## src/rtl/core/i2ctbb_pkg.sv

```systemverilog
`default_nettype none
// ----------------------------------------------------------------------------
// i2ctbb_pkg
// Shared constants and types of the i2c target byte buffer.
// ----------------------------------------------------------------------------
package i2ctbb_pkg;

  localparam int BUFFER_DEPTH_DEFAULT = 32;
  localparam int QUEUE_DEPTH_DEFAULT  = 4;

  localparam int MODE_W = 3;
  localparam int KIND_W = 2;
  localparam int BYTE_W = 8;

  // input event codes
  localparam logic [MODE_W-1:0] MODE_RECEIVE = 3'd0;
  localparam logic [MODE_W-1:0] MODE_REQUEST = 3'd1;
  localparam logic [MODE_W-1:0] MODE_STOP    = 3'd2;
  localparam logic [MODE_W-1:0] MODE_LOAD    = 3'd3;
  localparam logic [MODE_W-1:0] MODE_FLUSH   = 3'd4;

  // result kinds
  localparam logic [KIND_W-1:0] KIND_TO_MASTER = 2'd0;
  localparam logic [KIND_W-1:0] KIND_RX_BYTE   = 2'd1;
  localparam logic [KIND_W-1:0] KIND_TX_DONE   = 2'd2;

  localparam logic [BYTE_W-1:0] FILL_BYTE = 8'hFF;

  // work handed from the front to the back
  typedef enum logic [1:0] {
    OP_REQUEST = 2'd0,
    OP_DRAIN   = 2'd1,
    OP_DONE    = 2'd2
  } cmd_op_t;

  localparam int OP_W = $bits(cmd_op_t);

endpackage
`default_nettype wire

```

## src/rtl/core/i2c_target_byte_buffer.sv

```systemverilog
`default_nettype none
// ----------------------------------------------------------------------------
// i2c_target_byte_buffer
// Byte buffering of an i2c target, one bus or host event per input transfer.
// ----------------------------------------------------------------------------
// Events enter on the slave stream (tuser = event code, tdata = byte, tlast =
// end of a host transmit load) and results leave on the master stream. A
// front stage updates indices and lengths and writes the receive and transmit
// stores; a short command queue hands result work to a back stage that reads
// the stores into a result register. Events that write no store (requests,
// stops and flushes) go in at one per cycle while the queue has room. A
// receive or load event waits until the back stage and queue are empty, since
// it writes a store that queued work may still read. A request answer reads
// the store when popped, then fills the result register; a stop after
// reception delivers its n bytes one per cycle from the receive store read
// port when the sink takes every transfer. Stores need no clearing after reset.
// ----------------------------------------------------------------------------
module i2c_target_byte_buffer #(
  parameter int BUFFER_DEPTH = i2ctbb_pkg::BUFFER_DEPTH_DEFAULT,
  parameter int QUEUE_DEPTH  = i2ctbb_pkg::QUEUE_DEPTH_DEFAULT,
  localparam int LW       = $clog2(BUFFER_DEPTH + 1),
  localparam int OUT_BITS = i2ctbb_pkg::BYTE_W + LW + 1,
  localparam int TDATA_W  = ((OUT_BITS + 7) / 8) * 8
) (
  input  wire logic                           clk,
  input  wire logic                           rst,
  input  wire logic                           s_axis_tvalid,
  output logic                                s_axis_tready,
  input  wire logic [i2ctbb_pkg::BYTE_W-1:0]  s_axis_tdata,  // in_byte
  input  wire logic [i2ctbb_pkg::MODE_W-1:0]  s_axis_tuser,  // mode
  input  wire logic                           s_axis_tlast,  // load_last
  output logic                                m_axis_tvalid,
  input  wire logic                           m_axis_tready,
  output logic      [TDATA_W-1:0]             m_axis_tdata,  // out_byte, run_length, busy_res
  output logic      [i2ctbb_pkg::KIND_W-1:0]  m_axis_tuser,  // kind
  output logic                                m_axis_tlast   // run_last
);

  import i2ctbb_pkg::*;

  localparam int AW    = $clog2(BUFFER_DEPTH);
  localparam int CMD_W = OP_W + 1 + LW;

  logic              back_idle;
  logic              queue_full;
  logic              queue_empty;
  logic              push;
  logic              pop;
  logic [CMD_W-1:0]  push_cmd;
  logic [CMD_W-1:0]  head;
  logic              rx_we;
  logic [AW-1:0]     rx_waddr;
  logic              tx_we;
  logic [AW-1:0]     tx_waddr;
  logic              rx_re;
  logic [AW-1:0]     rx_raddr;
  logic [BYTE_W-1:0] rx_rdata;
  logic              tx_re;
  logic [AW-1:0]     tx_raddr;
  logic [BYTE_W-1:0] tx_rdata;
  logic [BYTE_W-1:0] out_byte;
  logic [LW-1:0]     run_length;
  logic              busy_res;

  i2ctbb_front #(
    .DEPTH (BUFFER_DEPTH)
  ) u_front (
    .clk        (clk),
    .rst        (rst),
    .in_valid   (s_axis_tvalid),
    .in_ready   (s_axis_tready),
    .mode       (s_axis_tuser),
    .load_last  (s_axis_tlast),
    .back_idle  (back_idle),
    .queue_full (queue_full),
    .push       (push),
    .push_cmd   (push_cmd),
    .rx_we      (rx_we),
    .rx_waddr   (rx_waddr),
    .tx_we      (tx_we),
    .tx_waddr   (tx_waddr)
  );

  i2ctbb_ram #(
    .WIDTH (BYTE_W),
    .DEPTH (BUFFER_DEPTH)
  ) u_rx_store (
    .clk   (clk),
    .we    (rx_we),
    .waddr (rx_waddr),
    .wdata (s_axis_tdata),
    .re    (rx_re),
    .raddr (rx_raddr),
    .rdata (rx_rdata)
  );

  i2ctbb_ram #(
    .WIDTH (BYTE_W),
    .DEPTH (BUFFER_DEPTH)
  ) u_tx_store (
    .clk   (clk),
    .we    (tx_we),
    .waddr (tx_waddr),
    .wdata (s_axis_tdata),
    .re    (tx_re),
    .raddr (tx_raddr),
    .rdata (tx_rdata)
  );

  i2ctbb_cmd_fifo #(
    .WIDTH (CMD_W),
    .DEPTH (QUEUE_DEPTH)
  ) u_queue (
    .clk       (clk),
    .rst       (rst),
    .push      (push),
    .push_data (push_cmd),
    .pop       (pop),
    .head      (head),
    .full      (queue_full),
    .empty     (queue_empty)
  );

  i2ctbb_back #(
    .DEPTH (BUFFER_DEPTH)
  ) u_back (
    .clk         (clk),
    .rst         (rst),
    .queue_empty (queue_empty),
    .head        (head),
    .pop         (pop),
    .idle        (back_idle),
    .tx_re       (tx_re),
    .tx_raddr    (tx_raddr),
    .tx_rdata    (tx_rdata),
    .rx_re       (rx_re),
    .rx_raddr    (rx_raddr),
    .rx_rdata    (rx_rdata),
    .out_valid   (m_axis_tvalid),
    .out_ready   (m_axis_tready),
    .kind        (m_axis_tuser),
    .out_byte    (out_byte),
    .run_last    (m_axis_tlast),
    .run_length  (run_length),
    .busy_res    (busy_res)
  );

  assign m_axis_tdata = TDATA_W'({busy_res, run_length, out_byte});

endmodule
`default_nettype wire

```

## src/rtl/core/i2ctbb_ram.sv

```systemverilog
`default_nettype none
// ----------------------------------------------------------------------------
// i2ctbb_ram
// Generic one-write one-read ram with registered read data.
// ----------------------------------------------------------------------------
module i2ctbb_ram #(
  parameter int WIDTH = 8,
  parameter int DEPTH = 32,
  localparam int AW = $clog2(DEPTH)
) (
  input  wire logic             clk,
  input  wire logic             we,
  input  wire logic [AW-1:0]    waddr,
  input  wire logic [WIDTH-1:0] wdata,
  input  wire logic             re,
  input  wire logic [AW-1:0]    raddr,
  output logic      [WIDTH-1:0] rdata
);

  logic [WIDTH-1:0] mem [DEPTH];

  always_ff @(posedge clk) begin
    if (we) begin
      mem[waddr] <= wdata;
    end
    if (re) begin
      rdata <= mem[raddr];
    end
  end

endmodule
`default_nettype wire

```

## src/rtl/core/i2ctbb_cmd_fifo.sv

```systemverilog
`default_nettype none
// ----------------------------------------------------------------------------
// i2ctbb_cmd_fifo
// Short command queue between the front and the back, head shown directly.
// ----------------------------------------------------------------------------
module i2ctbb_cmd_fifo #(
  parameter int WIDTH = 8,
  parameter int DEPTH = 4
) (
  input  wire logic             clk,
  input  wire logic             rst,
  input  wire logic             push,
  input  wire logic [WIDTH-1:0] push_data,
  input  wire logic             pop,
  output logic      [WIDTH-1:0] head,
  output logic                  full,
  output logic                  empty
);

  localparam int PW = $clog2(DEPTH);
  localparam int CW = $clog2(DEPTH + 1);
  localparam logic [PW-1:0] LAST_SLOT = PW'(DEPTH - 1);

  logic [WIDTH-1:0] slots [DEPTH];
  logic [PW-1:0]    wr_ptr;
  logic [PW-1:0]    rd_ptr;
  logic [CW-1:0]    count;

  assign full  = (count == CW'(DEPTH));
  assign empty = (count == '0);
  assign head  = slots[rd_ptr];

  always_ff @(posedge clk) begin
    if (push) begin
      slots[wr_ptr] <= push_data;
    end
  end

  always_ff @(posedge clk) begin
    if (rst) begin
      wr_ptr <= '0;
      rd_ptr <= '0;
      count  <= '0;
    end else begin
      if (push) begin
        wr_ptr <= (wr_ptr == LAST_SLOT) ? '0 : wr_ptr + PW'(1);
      end
      if (pop) begin
        rd_ptr <= (rd_ptr == LAST_SLOT) ? '0 : rd_ptr + PW'(1);
      end
      if (push && !pop) begin
        count <= count + CW'(1);
      end else if (pop && !push) begin
        count <= count - CW'(1);
      end
    end
  end

endmodule
`default_nettype wire

```

## src/rtl/core/i2ctbb_front.sv

```systemverilog
`default_nettype none
// ----------------------------------------------------------------------------
// i2ctbb_front
// Takes bus and host events, keeps indices and lengths, writes the stores
// and queues the work that produces results.
// ----------------------------------------------------------------------------
module i2ctbb_front #(
  parameter int DEPTH = 32,
  localparam int AW    = $clog2(DEPTH),
  localparam int LW    = $clog2(DEPTH + 1),
  localparam int CMD_W = i2ctbb_pkg::OP_W + 1 + LW
) (
  input  wire logic                            clk,
  input  wire logic                            rst,
  input  wire logic                            in_valid,
  output logic                                 in_ready,
  input  wire logic [i2ctbb_pkg::MODE_W-1:0]   mode,
  input  wire logic                            load_last,
  input  wire logic                            back_idle,
  input  wire logic                            queue_full,
  output logic                                 push,
  output logic      [CMD_W-1:0]                push_cmd,
  output logic                                 rx_we,
  output logic      [AW-1:0]                   rx_waddr,
  output logic                                 tx_we,
  output logic      [AW-1:0]                   tx_waddr
);

  import i2ctbb_pkg::*;

  localparam logic [LW-1:0] DEPTH_L = LW'(DEPTH);

  logic [LW-1:0] rx_index, rx_index_next;
  logic [LW-1:0] rx_length, rx_length_next;
  logic [LW-1:0] tx_index, tx_index_next;
  logic [LW-1:0] tx_length, tx_length_next;
  logic [LW-1:0] load_ptr, load_ptr_next;
  logic          receiving, receiving_next;

  logic          accept;
  logic          writes_store;
  logic [LW-1:0] rx_slot;
  logic [LW-1:0] tx_slot;
  logic [LW-1:0] tx_len_eff;
  logic          fill;
  logic          load_room;
  logic [LW-1:0] load_after;
  cmd_op_t       op;
  logic [LW-1:0] arg;

  // store writes need the back quiet so no queued read sees a newer byte
  assign writes_store = (mode == MODE_RECEIVE) || (mode == MODE_LOAD);
  assign in_ready     = !queue_full && (!writes_store || back_idle);
  assign accept       = in_valid && in_ready;

  assign rx_slot    = (rx_index >= DEPTH_L) ? '0 : rx_index;
  assign tx_slot    = (tx_index >= DEPTH_L) ? '0 : tx_index;
  assign tx_len_eff = (tx_index >= DEPTH_L) ? '0 : tx_length;
  assign fill       = (tx_slot >= tx_len_eff);
  assign load_room  = (load_ptr < DEPTH_L);
  assign load_after = load_room ? load_ptr + LW'(1) : load_ptr;

  // the byte itself goes straight to both store write ports from the top
  assign rx_waddr = rx_slot[AW-1:0];
  assign tx_waddr = load_ptr[AW-1:0];
  assign push_cmd = {op, fill, arg};

  always_comb begin
    rx_index_next  = rx_index;
    rx_length_next = rx_length;
    tx_index_next  = tx_index;
    tx_length_next = tx_length;
    load_ptr_next  = load_ptr;
    receiving_next = receiving;
    rx_we          = 1'b0;
    tx_we          = 1'b0;
    push           = 1'b0;
    op             = OP_DONE;
    arg            = '0;
    if (accept) begin
      case (mode)
        MODE_RECEIVE: begin
          rx_we          = 1'b1;
          rx_index_next  = rx_slot + LW'(1);
          rx_length_next = rx_slot + LW'(1);
          receiving_next = 1'b1;
        end
        MODE_REQUEST: begin
          push           = 1'b1;
          op             = OP_REQUEST;
          arg            = tx_slot;
          tx_index_next  = tx_slot + LW'(1);
          tx_length_next = tx_len_eff;
          receiving_next = 1'b0;
        end
        MODE_STOP: begin
          if (receiving) begin
            if (rx_length != '0) begin
              push           = 1'b1;
              op             = OP_DRAIN;
              arg            = rx_length;
              rx_index_next  = '0;
              rx_length_next = '0;
            end
          end else if (tx_index >= tx_length) begin
            push = 1'b1;
            op   = OP_DONE;
          end
        end
        MODE_LOAD: begin
          tx_we = load_room;
          if (load_last) begin
            tx_length_next = load_after;
            tx_index_next  = '0;
            load_ptr_next  = '0;
          end else begin
            load_ptr_next = load_after;
          end
        end
        MODE_FLUSH: begin
          tx_length_next = '0;
          tx_index_next  = '0;
          load_ptr_next  = '0;
        end
        default: begin
        end
      endcase
    end
  end

  always_ff @(posedge clk) begin
    if (rst) begin
      rx_index  <= '0;
      rx_length <= '0;
      tx_index  <= '0;
      tx_length <= '0;
      load_ptr  <= '0;
      receiving <= 1'b0;
    end else begin
      rx_index  <= rx_index_next;
      rx_length <= rx_length_next;
      tx_index  <= tx_index_next;
      tx_length <= tx_length_next;
      load_ptr  <= load_ptr_next;
      receiving <= receiving_next;
    end
  end

endmodule
`default_nettype wire

```

## src/rtl/core/i2ctbb_back.sv

```systemverilog
`default_nettype none
// ----------------------------------------------------------------------------
// i2ctbb_back
// Carries out queued work: reads the stores and fills the result register.
// ----------------------------------------------------------------------------
module i2ctbb_back #(
  parameter int DEPTH = 32,
  localparam int AW    = $clog2(DEPTH),
  localparam int LW    = $clog2(DEPTH + 1),
  localparam int CMD_W = i2ctbb_pkg::OP_W + 1 + LW
) (
  input  wire logic                            clk,
  input  wire logic                            rst,
  input  wire logic                            queue_empty,
  input  wire logic [CMD_W-1:0]                head,
  output logic                                 pop,
  output logic                                 idle,
  output logic                                 tx_re,
  output logic      [AW-1:0]                   tx_raddr,
  input  wire logic [i2ctbb_pkg::BYTE_W-1:0]   tx_rdata,
  output logic                                 rx_re,
  output logic      [AW-1:0]                   rx_raddr,
  input  wire logic [i2ctbb_pkg::BYTE_W-1:0]   rx_rdata,
  output logic                                 out_valid,
  input  wire logic                            out_ready,
  output logic      [i2ctbb_pkg::KIND_W-1:0]   kind,
  output logic      [i2ctbb_pkg::BYTE_W-1:0]   out_byte,
  output logic                                 run_last,
  output logic      [LW-1:0]                   run_length,
  output logic                                 busy_res
);

  import i2ctbb_pkg::*;

  typedef enum logic [1:0] {
    ST_IDLE = 2'b01,
    ST_EMIT = 2'b10
  } back_state_t;

  back_state_t   state;
  cmd_op_t       op;
  logic          fill;
  logic [LW-1:0] len;
  logic [LW-1:0] cnt;

  cmd_op_t       head_op;
  logic          head_fill;
  logic [LW-1:0] head_arg;
  logic          slot_free;
  logic          emit;
  logic [LW-1:0] cnt_inc;
  logic          more;

  assign head_op   = cmd_op_t'(head[CMD_W-1 -: OP_W]);
  assign head_fill = head[LW];
  assign head_arg  = head[LW-1:0];

  assign pop       = (state == ST_IDLE) && !queue_empty;
  assign idle      = (state == ST_IDLE) && queue_empty;
  assign slot_free = !out_valid || out_ready;
  assign emit      = (state == ST_EMIT) && slot_free;
  assign cnt_inc   = cnt + LW'(1);
  assign more      = (op == OP_DRAIN) && (cnt_inc < len);

  // store read data lands in the cycle after the address and holds until next read
  assign tx_re    = pop && (head_op == OP_REQUEST);
  assign tx_raddr = head_arg[AW-1:0];
  assign rx_re    = (pop && (head_op == OP_DRAIN)) || (emit && more);
  assign rx_raddr = pop ? '0 : cnt_inc[AW-1:0];

  always_ff @(posedge clk) begin
    if (rst) begin
      state     <= ST_IDLE;
      out_valid <= 1'b0;
    end else begin
      case (state)
        ST_IDLE: begin
          if (pop) begin
            state <= ST_EMIT;
          end
        end
        ST_EMIT: begin
          if (emit && !more) begin
            state <= ST_IDLE;
          end
        end
        default: begin
          state <= ST_IDLE;
        end
      endcase
      if (emit) begin
        out_valid <= 1'b1;
      end else if (out_ready) begin
        out_valid <= 1'b0;
      end
    end
  end

  always_ff @(posedge clk) begin
    if (pop) begin
      op   <= head_op;
      fill <= head_fill;
      len  <= head_arg;
      cnt  <= '0;
    end else if (emit && more) begin
      cnt <= cnt_inc;
    end
    if (emit) begin
      case (op)
        OP_REQUEST: begin
          kind       <= KIND_TO_MASTER;
          out_byte   <= fill ? FILL_BYTE : tx_rdata;
          run_last   <= 1'b0;
          run_length <= '0;
          busy_res   <= 1'b1;
        end
        OP_DRAIN: begin
          kind       <= KIND_RX_BYTE;
          out_byte   <= rx_rdata;
          run_last   <= !more;
          run_length <= len;
          busy_res   <= 1'b0;
        end
        default: begin
          kind       <= KIND_TX_DONE;
          out_byte   <= '0;
          run_last   <= 1'b0;
          run_length <= '0;
          busy_res   <= 1'b0;
        end
      endcase
    end
  end

endmodule
`default_nettype wire
```

## config.mk

```make
export PLATFORM = sky130hd
export DESIGN_NAME = i2c_target_byte_buffer
export DESIGN_NICKNAME = d
export VERILOG_FILES = /design/src/rtl/core/i2ctbb_pkg.sv /design/src/rtl/core/i2c_target_byte_buffer.sv /design/src/rtl/core/i2ctbb_ram.sv /design/src/rtl/core/i2ctbb_cmd_fifo.sv /design/src/rtl/core/i2ctbb_front.sv /design/src/rtl/core/i2ctbb_back.sv
export SDC_FILE = /design/constraint.sdc
export NUM_CORES = 1
export LEC_CHECK = 0
export ABC_AREA = 0
export BUFFER_PORTS_ARGS = -buffer_cell sky130_fd_sc_hd__buf_2
export CORE_MARGIN = 2
export CORE_UTILIZATION = 30
export CTS_BUF_LIST = sky130_fd_sc_hd__clkbuf_8
export DETAILED_ROUTE_END_ITERATION = 16
export HOLD_SLACK_MARGIN = 0.06
export PLACE_DENSITY = 0.53
export SKIP_CTS_REPAIR_TIMING = 1
export SLEW_MARGIN = 30
export SYNTH_ARGS = -nofsm -noshare
export SYNTH_HDL_FRONTEND = slang
export SYNTH_SLANG_ARGS = --single-unit
```

## constraint.sdc

```tcl
create_clock -name clk -period 3.3 [get_ports clk]
set_clock_uncertainty 0.1 [all_clocks]
set_input_delay 0.66 -clock clk [delete_from_list [all_inputs] [get_ports clk]]
set_output_delay 0.66 -clock clk [all_outputs]
set_load 0.02 [all_outputs]
```

# Word-level counts from Yosys, hierarchy flattened
# Memory sizes are Yosys's and may differ from the RTL's. A register that Yosys moved wholly into a read port is not among the register bits.
# Cells that the tools add are included.
[op_classes]
add_sub_neg = 8
n_lt_le_gt_ge = 6
n_eq_ne = 16
muxes = 53
n_reduce_logical = 39
[ops]
columns = ["operator", "count"]
rows = [
  ["$mux W6", 12],
  ["$pmux W6 S2", 3],
  ["$pmux W6 S3", 2],
  ["$add A6 B1 Y6 const B", 4],
  ["$mux W2", 9],
  ["$mux W1", 17],
  ["$pmux W8 S2", 1],
  ["$ge A6 B6 Y1", 2],
  ["$ge A6 B6 Y1 const B", 2],
  ["$logic_and A1 B1 Y1", 12],
  ["$pmux W2 S2", 3],
  ["$reduce_bool A2 Y1", 5],
  ["$mux W8", 1],
  ["$logic_not A1 Y1", 7],
  ["$eq A2 B1 Y1 const B", 3],
  ["$eq A2 B2 Y1 const B", 3],
  ["$eq A3 B2 Y1 const B", 2],
  ["$eq A3 B3 Y1 const B", 2],
  ["$logic_not A3 Y1", 2],
  ["$lt A6 B6 Y1", 1],
  ["$lt A6 B6 Y1 const B", 1],
  ["$mux W3", 2],
  ["$ne A2 B1 Y1 const B", 3],
  ["$reduce_and A2 Y1", 3],
  ["other kinds (13)", 20],
]
[totals]
regBits = 68
mem_bits_rw = 548
input_bits = 16
output_inout_bits = 21
mem_count = 3
[memory_table]
columns = ["memory", "depth", "word_bits", "read_ports", "rd_ports_with_merged_regs", "wr", "line", "source"]
rows = [
  ["u_rx_store.mem", 32, 8, 1, 1, 1, "i2ctbb_ram.sv:20", "logic [WIDTH-1:0] mem [DEPTH];"],
  ["u_tx_store.mem", 32, 8, 1, 1, 1, "i2ctbb_ram.sv:20", ""],
  ["u_queue.slots", 4, 9, 1, 1, 1, "i2ctbb_cmd_fifo.sv:24", "logic [WIDTH-1:0] slots [DEPTH];"],
]

# Longest topological paths before layout
[logic_depth]
depth_word = 11
ltp_mapped = 13

# Modules after synthesis
# From an unflattened synthesis, not the netlist that was laid out.
[unflattened]
cells_unflattened = 1314
area_unflattened_um2 = 25630.8
[by_module_without_submodules]
columns = ["module", "n_inst", "cells_per_inst", "area_per_inst_um2"]
rows = [
  ["i2ctbb_ram", 2, 417, 10133.5],
  ["i2ctbb_front", 1, 238, 1853.0],
  ["i2ctbb_back", 1, 148, 1751.7],
  ["i2ctbb_cmd_fifo", 1, 91, 1740.4],
  ["i2c_target_byte_buffer", 1, 3, 18.8],
]

# Least setup slack after synthesis
# Ideal clock, no wire load.
[synth_timing]
path_kind = "input port to flip-flop"
start = "in s_axis_tuser[1] (netlist bit)"
end = "mem u_rx_store.mem[12][0] (enable)"
arrival_time_ns = 2.754
required_ns = 2.805
path_slack_ns = 0.051
cell_stages = 7
path_buffers = 1
cell_sequence = "buf_2 xor2_1 o311ai_1 or3_1 nor2_1 nand2_1 nor4_1"
[synth_between]
elab_chain_len = 9
elab_cells_between_ends = 11
[synth_lines]
columns = ["element", "line", "source"]
rows = [
  ["start: declaration", "i2c_target_byte_buffer.sv:30", "input wire logic [i2ctbb_pkg::MODE_W-1:0] s_axis_tuser,"],
  ["$eq A3 B2 Y1 or $logic_not A3 Y1 (tied branches)", "i2ctbb_front.sv:52, i2ctbb_front.sv:81", ""],
  ["$logic_or A1 B1 Y1", "i2ctbb_front.sv:52", "assign writes_store = (mode == MODE_RECEIVE) || (mode == MODE_LOAD);"],
  ["$logic_not A1 Y1", "i2ctbb_front.sv:53", "assign in_ready = !queue_full && (!writes_store || back_idle);"],
  ["$logic_or A1 B1 Y1", "i2ctbb_front.sv:53", ""],
  ["$logic_and A1 B1 Y1", "i2ctbb_front.sv:53", ""],
  ["$logic_and A1 B1 Y1", "i2ctbb_front.sv:54", "assign accept = in_valid && in_ready;"],
  ["$mux W1 *", "i2ctbb_front.sv:80", "if (accept) begin"],
  ["$mux W1 *", "i2ctbb_ram.sv:23", "if (we) begin"],
  ["$mux W1 (not written as such) *", "i2ctbb_ram.sv:24", "mem[waddr] <= wdata;"],
  ["end: declaration", "i2ctbb_ram.sv:20", ""],
]
# Mark *: on every way between the ends. The rest lies on a longest branch, timed or not.

# Worst setup path in the final report
[layout_timing]
start = "reg u_back.cnt[1]"
end = "reg u_rx_store.rdata[0], read port of u_rx_store.mem (data pin)"
[layout_between]
elab_chain_len = 5
elab_cells_between_ends = 6
[layout_lines]
columns = ["element", "line", "source"]
rows = [
  ["start: declaration", "i2ctbb_back.sv:44", "logic [LW-1:0] cnt;"],
  ["start signal: assignment", "i2ctbb_back.sv:106", "cnt <= cnt_inc;"],
  ["$add A6 B1 Y6 *", "i2ctbb_back.sv:62", "assign cnt_inc = cnt + LW'(1);"],
  ["$lt A6 B6 Y1", "i2ctbb_back.sv:63", "assign more = (op == OP_DRAIN) && (cnt_inc < len);"],
  ["$logic_and A1 B1 Y1", "i2ctbb_back.sv:63", ""],
  ["$logic_and A1 B1 Y1", "i2ctbb_back.sv:68", "assign rx_re = (pop && (head_op == OP_DRAIN)) || (emit && more);"],
  ["$logic_or A1 B1 Y1", "i2ctbb_back.sv:68", ""],
  ["end: declaration", "i2ctbb_ram.sv:17", "output logic [WIDTH-1:0] rdata"],
]
# Marked as above.
# A chain may end at the register's enable or synchronous reset.

==> flow_summary.yaml <==
drt:
  first_pass_iters: 5
  routed_via_density: 4.89
  drt-initial-drc-count: 1207
  wl_per_cell_microns: 20.7
  vias: 15400
  antenna_left: 0
  wirelength_microns: 65500
  drc: 0
floorplanning:
  rows: 108
  io_pins: 37
  start_util_pct: 30.2
  core_area_sq_um: 86500
  die_h_microns: 299
  die_w_microns: 299
  die-area_sq_um: 89300
timing:
  relSlewSlack_pct: 43.8
  post-route-period-util_pct: 94.4
  rsz0062_at_grt: "no"
  hold_viol_final: 0
  fin_ws_ps: 186
  tightest_slew_ps: 844
  report.final.slew_viol_count: 0
  fin_crit_ps: 3110
  setup-violations-final: 0
  tns_ps: 0
  holdWs_ps: 250
  fmax_mhz: 321
flow_run:
  maxCapViolations: 0
placement:
  dp_slack_ps: 128
  dp.cells: 2969
  place_hpwl_microns: 43300
  port_buffers: 35
  gp_congestion: 0.833
global_route:
  first_global_vias: 15700
  antenna_found_initial: 1
  grt_max_degree: 65
  grt-ovfl-total: 0
  grt_pass1_wl_microns: 99000
  grt_use_total_pct: 14.5
synthesis:
  async_reset_ff_share_pct: 0
  yosysSeqAreaShare_pct: 71.3
  ys_types: 65
  synth_area_leader_cell: "edfxtp_1"
  synth-main-ff-cell: "edfxtp_1"
  synth_edf_count: 591
  synth_area_leaders: "edfxtp_1 68%, mux2i_1 7.4%, dfxtp_1 3.3%, mux4_2 2.8%, nor2_1 2.2%"
  synth-seq-cells: 634
  synth_top_area_share_pct: 68.0
  syn-instance-count: 1708
  synth.most_common_cell: "edfxtp_1"
  yosysWarningCount: 0
  synth_common_cells: "591 x edfxtp_1, 192 x mux2i_1, 154 x nor2_1"
  syn_area_per_cell_sq_um: 15.3
  synth_area_sq_um: 26100
setup_path:
  r2r_start: "u_back.cnt[1]$_SDFFE_PP0P_"
  rr_endpoint: "u_rx_store.rdata[0]$_DFFE_PP_"
  arrival_ps: 3440
  cp.required_ps: 3630
  criticalPathCategory: "flop to flop"
  crit_start: "u_back.cnt[1]$_SDFFE_PP0P_"
  r2r_slack_ps: 190
  crit_path_start_kind: "flop"
  reg2regPathDepth: 10
  cp-endpoint: "u_rx_store.rdata[0]$_DFFE_PP_"
  critical_path_peak_fanout: 32
  cp-end-kind: "flop"
final_layout:
  area_growth_pct: 17.0
  layout-drive-gt1-share_pct: 18.8
  fillerInstances: 8362
  fin_cells: 3159
  regArea_sq_um: 18600
  nNetsFinal: 1969
  multi_input_area_sq_um: 7020
power_and_ir_drop:
  combPwrFrac_pct: 22.6
  leakage_nw: 10.7
  power_switching_mw: 6.18
  irDropWorstVdd_uv: 357
  p_seq_share_pct: 46.4
  internal_power_mw: 13.9
  power_density_nw_per_um2: 657
  finalPower_mw: 20.0
  pwr-share-clk_pct: 31.0
  p_sw_share_pct: 30.9
cts:
  cts.sinks: 634
  clkTransAtPathRegs_ps: 70
  clockBufferDepth: 3
  clock_latency_ps: 710
  tritoncts: "done"
  cts_root_buf: "clkbuf_8"
  cts_inserted_buffers: 103
  h-tree-depth: 3
outcome:
  status: "complete, no violations"
hold_path:
  min_from: "s_axis_tuser[1]"
  worstHoldPathType: "input pin to flop"
-- layer usage --
| metal | GRT usage, % | up-vias | routed length (microns) |
|---|---|---|---|
| li1 | - | 7017 | - |
| met2 | 22.7 | 490 | 30000 |
| met3 | 2.65 | 125 | 3920 |
| met1 | 20.5 | 7805 | 30100 |
| met4 | 4.77 | 0 | 1510 |
| met5 | 0 | - | 0 |
-- metrics by stage --
step	instance area (sq um)	util [%]
2_1_floorplan	26100	-
3_5_place_dp	28600	33.1
4_1_cts	30500	35.3
3_3_place_gp	28600	33.1
5_1_grt	30500	35.3
6_report	30500	35.3
-- power by group through the flow --
stage / logic (mW) / registers, mW / clock network [mW]
finish: 4.53 / 9.29 / 6.21
global route: 4.84 / 9.31 / 6.73
CTS: 4.52 / 9.29 / 6.42
detailed placement: 4.51 / 9.46 / 0
global placement: 4.46 / 9.45 / 0
floorplan: 2.71 / 9.35 / 0
-- how the worst min path moves through the flow --
stage | endpoint | cells after the start | slack, ps
5_1_grt | u_front.rx_index[0]$_SDFFE_PP0P_ | 3 | 220
4_1_cts | u_front.rx_index[0]$_SDFFE_PP0P_ | 3 | 180
3_5_place_dp | flop | 2 | 390
6_report | u_front.rx_index[0]$_SDFFE_PP0P_ | 3 | 250
3_3_place_gp | u_queue.rd_ptr[1]$_SDFFE_PP0P_ | 2 | 370
2_1_floorplan | flop | 2 | 350
-- flip-flops by register name, summed over array words and instances, names as in the netlist, 2 cells and up, named ones only --
signal,flops
u_queue.slots,36
u_queue.wr_ptr,2
u_front.rx_index,6
u_tx_store.rdata,8
u_back.out_byte,8
u_back.op,2
u_back.kind,2
u_back.len,6
u_back.state,2
u_queue.count,3
u_tx_store.mem,256
u_rx_store.mem,256
u_queue.rd_ptr,2
u_front.tx_length,6
u_rx_store.rdata,8
u_front.load_ptr,6
u_back.run_length,6
u_front.tx_index,6
u_back.cnt,6
-- worst max-delay path, cell delays in order, from the launching register on --
cell and delay [ps]:
dfxtp_1 370, ha_1 290, xnor2_2 170, buf_4 390, a22oi_1 250, buf_2 250, o221ai_1 200, a211oi_1 80
a2111oi_1 460, buf_4 190, a31oi_1 40
-- cells by family after synthesis --
kind of cell    after synthesis  synth area share [%]
flops                       634                  71.3
other cells                   1                0.0144
buf+inv                     117                  1.96
xor+xnor                     20                 0.700
compound gates              213                  5.82
simple gates                453                  7.85
fa+ha+maj                    34                  1.66
mux                         236                  10.6
-- area by class of cell --
| class | count | share of cell area, % |
|---|---|---|
| clock buffers | 106 | 4.78 |
| inverters | 30 | 0.377 |
| flip-flops and latches | 634 | 61.0 |
| well taps | 1155 | 4.74 |
| multi-input cells | 958 | 23.0 |
| repair buffers | 192 | 4.76 |
| clock inverters | 83 | 1.32 |
| diodes | 1 | 0.00820 |
-- cell usage in the layout, fill, tap and decap left out, types with 9 or more instances in the layout --
cell type	instances
a21o_1	9
a31oi_1	9
buf_4	148
nor3_1	24
xnor2_1	13
mux2_2	11
a21oi_1	48
a22oi_1	13
ha_1	33
inv_1	68
dfxtp_1	42
o21ai_0	23
clkinv_2	11
o221ai_1	11
clkinv_1	26
nand4_1	11
mux2i_1	192
nand2_1	146
nor2b_1	14
mux4_2	32
nand2b_1	15
and3_1	9
nand3_1	35
nor2_1	154
edfxtp_1	591
a32oi_1	36
buf_2	36
and2_1	9
a221oi_1	10
clkbuf_8	106
Power figures use the tool's default switching activity.
